`config.mk`:
```
export PLATFORM = sky130hd
export DESIGN_NAME = bdrs_ctrl
export DESIGN_NICKNAME = d
export VERILOG_FILES = /design/src/sv/bdrs_pkg.sv /design/src/sv/bdrs_ctrl.sv
export VERILOG_INCLUDE_DIRS = /design/src /design/src/sv
export SDC_FILE = /design/constraint.sdc
export NUM_CORES = 1
export LEC_CHECK = 0
export ABC_AREA = 1
export BUFFER_PORTS_ARGS = -buffer_cell sky130_fd_sc_hd__buf_2
export CAP_MARGIN = 15
export CORE_MARGIN = 3
export CORE_UTILIZATION = 43
export DETAILED_ROUTE_END_ITERATION = 16
export PLACE_DENSITY = 0.81
export SLEW_MARGIN = 0
export SYNTH_ARGS = -nofsm -noshare
export SYNTH_HDL_FRONTEND = slang
export SYNTH_SLANG_ARGS = --single-unit
export TNS_END_PERCENT = 30
```
`constraint.sdc`:
```
create_clock -name aclk -period 1.8 [get_ports aclk]
set_clock_uncertainty 0.15 [all_clocks]
set_input_delay 0.27 -clock aclk [delete_from_list [all_inputs] [get_ports aclk]]
set_output_delay 0.27 -clock aclk [all_outputs]
set_load 0.1 [all_outputs]
```
`src/sv/block_decomposed_range_sum_assert.svh`:
```
// assertion macros shared by the range sum block
`ifndef BLOCK_DECOMPOSED_RANGE_SUM_ASSERT_SVH
`define BLOCK_DECOMPOSED_RANGE_SUM_ASSERT_SVH

// same-cycle implication, disabled in reset
`define BDRS_ASSERT_IMP(lbl, ante, cons, msg) \
    lbl: assert property (@(posedge aclk) disable iff (!aresetn) (ante) |-> (cons)) \
        else $error(msg);

// next-cycle implication, disabled in reset
`define BDRS_ASSERT_NXT(lbl, ante, cons, msg) \
    lbl: assert property (@(posedge aclk) disable iff (!aresetn) (ante) |=> (cons)) \
        else $error(msg);

`endif

```
`src/sv/bdrs_pkg.sv`:
```
// types and constants of the block decomposed range sum
`default_nettype none

package bdrs_pkg;

    localparam int CNT_W  = 11;
    localparam int POS_W  = 10;
    localparam int VAL_W  = 16;
    localparam int SUM_W  = 26;
    localparam int BS_W   = 6;
    localparam int SQ_W   = 12;
    localparam int ODD_W  = 8;
    localparam int DCNT_W = 4;
    localparam int REQ_W  = 2;

    localparam logic [REQ_W-1:0] REQ_LOAD   = 2'd0;
    localparam logic [REQ_W-1:0] REQ_UPDATE = 2'd1;
    localparam logic [REQ_W-1:0] REQ_QUERY  = 2'd2;
    localparam logic [REQ_W-1:0] REQ_IGNORE = 2'd3;

    localparam logic REG_ELEMENT_COUNT = 1'b0;

    typedef enum logic [3:0] {
        ST_CLEAR,
        ST_IDLE,
        ST_SQRT,
        ST_DISPATCH,
        ST_DIV,
        ST_UPD_RD,
        ST_UPD_WR,
        ST_Q_HEAD,
        ST_Q_BLOCKS,
        ST_Q_TAIL,
        ST_FINISH
    } state_t;

    typedef struct packed {
        logic clr;
        logic take;
        logic sqrt_step;
        logic derive;
        logic set_err;
        logic div_start;
        logic div_step;
        logic upd_rd;
        logic upd_wr;
        logic head_step;
        logic blk_step;
        logic tail_step;
        logic post;
    } cmd_t;

    typedef struct packed {
        logic             in_ignore;
        logic             derived;
        logic             sqrt_done;
        logic             clr_last;
        logic [REQ_W-1:0] kind;
        logic             load_full;
        logic             pos_bad;
        logic             right_bad;
        logic             empty;
        logic             div_last;
        logic             head_go;
        logic             blk_go;
        logic             tail_go;
        logic             out_free;
    } status_t;

endpackage

`default_nettype wire

```
`src/sv/bdrs_ctrl.sv`:
```
// controller state machine of the range sum block
`default_nettype none
`include "block_decomposed_range_sum_assert.svh"

module bdrs_ctrl
    import bdrs_pkg::*;
(
    input  wire logic    aclk,
    input  wire logic    aresetn,
    input  wire logic    s_tvalid,
    output logic         s_tready,
    input  wire status_t st,
    output cmd_t         cmd
);

    state_t state_reg;
    state_t state_next;
    logic   disp_err;
    logic   disp_go;

    always_ff @(posedge aclk) begin
        if (!aresetn) begin
            state_reg <= ST_CLEAR;
        end else begin
            state_reg <= state_next;
        end
    end

    always_comb begin
        disp_err = 1'b0;
        disp_go  = 1'b0;
        case (st.kind)
            REQ_LOAD: begin
                disp_err = st.load_full;
                disp_go  = !st.load_full;
            end
            REQ_UPDATE: begin
                disp_err = st.pos_bad;
                disp_go  = !st.pos_bad;
            end
            REQ_QUERY: begin
                disp_err = st.pos_bad || st.right_bad;
                disp_go  = !(st.pos_bad || st.right_bad) && !st.empty;
            end
            default: begin
                disp_err = 1'b0;
                disp_go  = 1'b0;
            end
        endcase
    end

    always_comb begin
        state_next = state_reg;
        case (state_reg)
            ST_CLEAR: begin
                if (st.clr_last) state_next = ST_IDLE;
            end
            ST_IDLE: begin
                if (s_tvalid && !st.in_ignore) begin
                    state_next = st.derived ? ST_DISPATCH : ST_SQRT;
                end
            end
            ST_SQRT: begin
                if (st.sqrt_done) state_next = ST_DISPATCH;
            end
            ST_DISPATCH: begin
                state_next = disp_go ? ST_DIV : ST_FINISH;
            end
            ST_DIV: begin
                if (st.div_last) begin
                    state_next = (st.kind == REQ_QUERY) ? ST_Q_HEAD : ST_UPD_RD;
                end
            end
            ST_UPD_RD: begin
                state_next = ST_UPD_WR;
            end
            ST_UPD_WR: begin
                state_next = ST_FINISH;
            end
            ST_Q_HEAD: begin
                if (!st.head_go) state_next = ST_Q_BLOCKS;
            end
            ST_Q_BLOCKS: begin
                if (!st.blk_go) state_next = ST_Q_TAIL;
            end
            ST_Q_TAIL: begin
                if (!st.tail_go) state_next = ST_FINISH;
            end
            ST_FINISH: begin
                if (st.out_free) state_next = ST_IDLE;
            end
            default: begin
                state_next = ST_IDLE;
            end
        endcase
    end

    always_comb begin
        cmd      = '0;
        s_tready = 1'b0;
        case (state_reg)
            ST_CLEAR: begin
                cmd.clr = 1'b1;
            end
            ST_IDLE: begin
                s_tready = 1'b1;
                cmd.take = s_tvalid;
            end
            ST_SQRT: begin
                cmd.sqrt_step = !st.sqrt_done;
                cmd.derive    = st.sqrt_done;
            end
            ST_DISPATCH: begin
                cmd.set_err   = disp_err;
                cmd.div_start = disp_go;
            end
            ST_DIV: begin
                cmd.div_step = 1'b1;
            end
            ST_UPD_RD: begin
                cmd.upd_rd = 1'b1;
            end
            ST_UPD_WR: begin
                cmd.upd_wr = 1'b1;
            end
            ST_Q_HEAD: begin
                cmd.head_step = st.head_go;
            end
            ST_Q_BLOCKS: begin
                cmd.blk_step = st.blk_go;
            end
            ST_Q_TAIL: begin
                cmd.tail_step = st.tail_go;
            end
            ST_FINISH: begin
                cmd.post = st.out_free;
            end
            default: begin
                cmd = '0;
            end
        endcase
    end

    `BDRS_ASSERT_IMP(a_post_free, cmd.post, st.out_free, "result register overwritten")
    `BDRS_ASSERT_NXT(a_div_len, (state_reg == ST_DIV) && !st.div_last, state_reg == ST_DIV,
        "division left early")
    `BDRS_ASSERT_IMP(a_derived_kept, 1'b1, !$fell(st.derived), "block size lost")
    `BDRS_ASSERT_IMP(a_div_derived, cmd.div_start, st.derived, "division without block size")

endmodule

`default_nettype wire

```
==> results list <==
- Share of the clock period used by the worst path after layout: 98.0%
- Proportion of power drawn by combinational gates: 79.7%
- Drt first pass iters: 4
* Synth top area share: 20.9%
- The synthesized netlist occupies a cell area of 611 um2.
- Switch share: 61.5%
* Synthesized-area fraction occupied by and/or/nand/nor cells: 62.9%
- In the final layout, the share of cells above drive strength 1 is 46.4%.
- Remaining design rule violation count: 0
- The floorplan step defined a die boundary enclosing 0.00191 mm2.
* Mux cell area share after synthesis: 0%
- After detailed routing, the average wire length per cell comes to 13.5 um.
- In this run the deepest clock path goes through 2 buffers.
- The floorplan step set the die width to 43.7 um.
- Util after Layout: 90.2%
- Required time at the endpoint of the critical path: 1.38 ns
- Final setup violating endpoints: 0
- The final layout contains routed wiring with a total length of 2230 um.
- VDD sags by at most 1.43 mV.
* Placer Congestion: 0.884
- Internal power comes to 0.580 mW.
- Critical path launch point type: register
- The via count of the first global-routing pass came to 771.
- Number of inserted filler cells in the final layout: 61
- Yosys printed 0 warnings.
- Number of antenna diodes: 0
- The synthesized design spends more area on one cell type than any other, namely sky130_fd_sc_hd__nand2_1.
- In the synthesized netlist, the number of instances is 116.
* Synthesized-area fraction occupied by xor and xnor cells: 0%
* Drt first-iter violations: 32
- Dividing the detail-routed via count by the number of cells gives 5.21.
* TritonCTS clock tree: built
- Aggregate global routing overflow: 0
* Sequential share of power: 12.8%
- Timing would allow up to 0.567 GHz.
* Core area: 0.00122 mm2
- Headroom to the max-slew limit came out at 77.8%.
* ANT nets after route: 0
* CTS sink cnt: 4
- Share of the yosys chip area belonging to registers: 13.1%
- The worst setup path is of the register to primary output kind.
- Initial Util: 50.2%
* H-tree levels: 1
- Buffer cell driving the clock tree root: sky130_fd_sc_hd__clkbuf_4
- Antenna violations before repair: 0
- The synthesized design contains 4 register bits.
* Largest net degree at the start of global routing: 8
- Dividing total power by cell area gives a power density of 1370 mW/mm2.
- Setup Total Neg Slack: 0 ns
- Number of core rows: 12
- Clock-pin slew was measured on the worst setup and hold paths at 0.04 ns.
- At the pin with the least slew margin, the transition time is 0.330 ns.
- Clock latency on the worst-skew pair, taken at its later pin, is 0.23 ns.
* Arrival time of data at the critical path endpoint: 1.34 ns
- TritonCTS created 3 clock buffers.
- The run finished with clean final reports.
* Total routing usage reported by global routing: 23.6%
* Class of the worst hold path: input pin to register
* Max FFs per register: 4
- Tmin final: 1.76 ns
- The synthesized netlist devotes 4.92% of its cell area to compound gates.
- The library cell used most frequently in the layout, excluding fill and tap cells, is sky130_fd_sc_hd__nand2_1.
- The final count of pins violating max slew was 0.
- Wire length of the first global-routing pass: 3350 um
- Distinct cell type count of the synthesized netlist: 17
- Across all layers, the routed design uses 859 vias.
- Max-capacitance violation count: 0
- For this design the total switching power over the nets is 0.928 mW.
* Count of port buffers added during placement: 31
- For this design the static power due to leakage is 0.591 nW.
- Half-perimeter wire length of the detailed placement result: 1680 um
- During I/O placement, the number of pins put on the boundary was 32.
- The top cell types in the final layout, fill and taps aside, are 33 x sky130_fd_sc_hd__nand2_1, 25 x sky130_fd_sc_hd__inv_1, 17 x sky130_fd_sc_hd__buf_2, 14 x sky130_fd_sc_hd__buf_12, 10 x sky130_fd_sc_hd__nand3_1.
* Setup repair after global routing missed its margin: true
- Y dimension of the die: 43.7 um
- Mean instance size in the synthesized netlist: 5.26 um2
* Nets in the synthesized netlist: 134
* Synthesized-area fraction occupied by adder cells: 0%
* Fraction of power consumed by the clock network: 7.4%
- STA classifies the critical path endpoint as a primary output.
* Final nets: 171
- In this run the worst path has a maximum fanout of 5.
- Main combinational cell family by area after synthesis: simple AND/OR/NAND/NOR gates
* Endpoints failing hold: 0
- Synth area leaders: sky130_fd_sc_hd__nand2_1 21%, sky130_fd_sc_hd__inv_1 16%, sky130_fd_sc_hd__dfxtp_1 13%
- Area delta synth->final: 79.7%
power by group through the flow:
stage	Combinational [mW]	Sequential [mW]	Clock, mW
detailed placement	1.16	0.175	0
CTS	1.17	0.181	0.119
global placement	1.13	0.173	0
global route	1.27	0.200	0.120
finish	1.20	0.194	0.112
floorplan	0.813	0.169	0
path summary, 6_finish.rpt:
check / start / end / slack (ns) / depth (start not counted)
worst max-delay path: state_reg[0] / cmd[11] / 0.04 / 5
worst min-delay path: aresetn / state_reg[0] / 0.12 / 3
worst max register to register: state_reg[1] / state_reg[1] / 0.18 / 9
worst min register to register: state_reg[1] / state_reg[1] / 0.39 / 2
worst max-delay path: stages (launching register included):
cell and delay (ns):
sky130_fd_sc_hd__dfxtp_4 0.39, sky130_fd_sc_hd__inv_2 0.08, sky130_fd_sc_hd__nor2_2 0.16, sky130_fd_sc_hd__nand2_1 0.16
sky130_fd_sc_hd__nor2_4 0.14, sky130_fd_sc_hd__buf_12 0.18
cell usage after synthesis:
library cell,number
sky130_fd_sc_hd__nand2_1,34
sky130_fd_sc_hd__nor3_1,2
sky130_fd_sc_hd__nand2_4,1
sky130_fd_sc_hd__nor3_2,2
sky130_fd_sc_hd__a21oi_1,3
sky130_fd_sc_hd__clkinv_1,1
sky130_fd_sc_hd__inv_1,26
sky130_fd_sc_hd__inv_2,4
sky130_fd_sc_hd__nand3_2,3
sky130_fd_sc_hd__nand3_1,10
sky130_fd_sc_hd__nor2_2,8
sky130_fd_sc_hd__nand2_2,4
sky130_fd_sc_hd__o21ai_0,3
sky130_fd_sc_hd__nand3b_1,1
sky130_fd_sc_hd__nor2_1,8
sky130_fd_sc_hd__dfxtp_1,4
sky130_fd_sc_hd__nor2_4,2
metal layers:
layer / share of wire [%] / up-vias / global-route usage, %
met5: 0 / - / 0
met4: 2.7 / 0 / 13.3
met3: 5.9 / 6 / 2.90
met2: 55 / 42 / 43.9
met1: 37 / 396 / 24.8
li1: - / 415 / -
cell families (layout without fill, tap and decap cells):
logic type / Yosys count / in the layout
AND/OR/NAND/NOR: 75 / 75
flip-flops: 4 / 4
buffers and inverters: 31 / 66
AO/OA/AOI/OAI: 6 / 6
cell type report:
| class | instances | area, um2 | area share [%] |
|---|---|---|---|
| multi-input combinational | 81 | 473 | 43.1 |
| timing repair buffer | 32 | 373 | 34.0 |
| inverter | 31 | 116 | 10.6 |
| sequential | 4 | 95.1 | 8.67 |
| clock buffer | 3 | 22.5 | 2.05 |
| tap | 14 | 17.5 | 1.60 |
stage by stage:
stage	setup WS (ns)	hold WS (ns)	instance area [um2]	cells	power (mW)
global route	-0.0306	0.147	1100	165	1.59
floorplan	-0.208	0.246	654	116	0.982
global placement	0.163	0.363	1040	161	1.30
detailed placement	0.141	0.370	1040	161	1.34
finish	0.0358	0.122	1100	165	1.51
CTS	0.0135	0.118	1070	164	1.47
repair_timing:
item                                   CTS  global route
endpoints found under the hold margin    0             0
gates resized for setup                  4             7
setup buffers                            0             1
pin swaps                                0             1
hold buffers                             0             0
setup endpoints to repair               11             9
No activity file was read; power rests on OpenSTA's default activity.
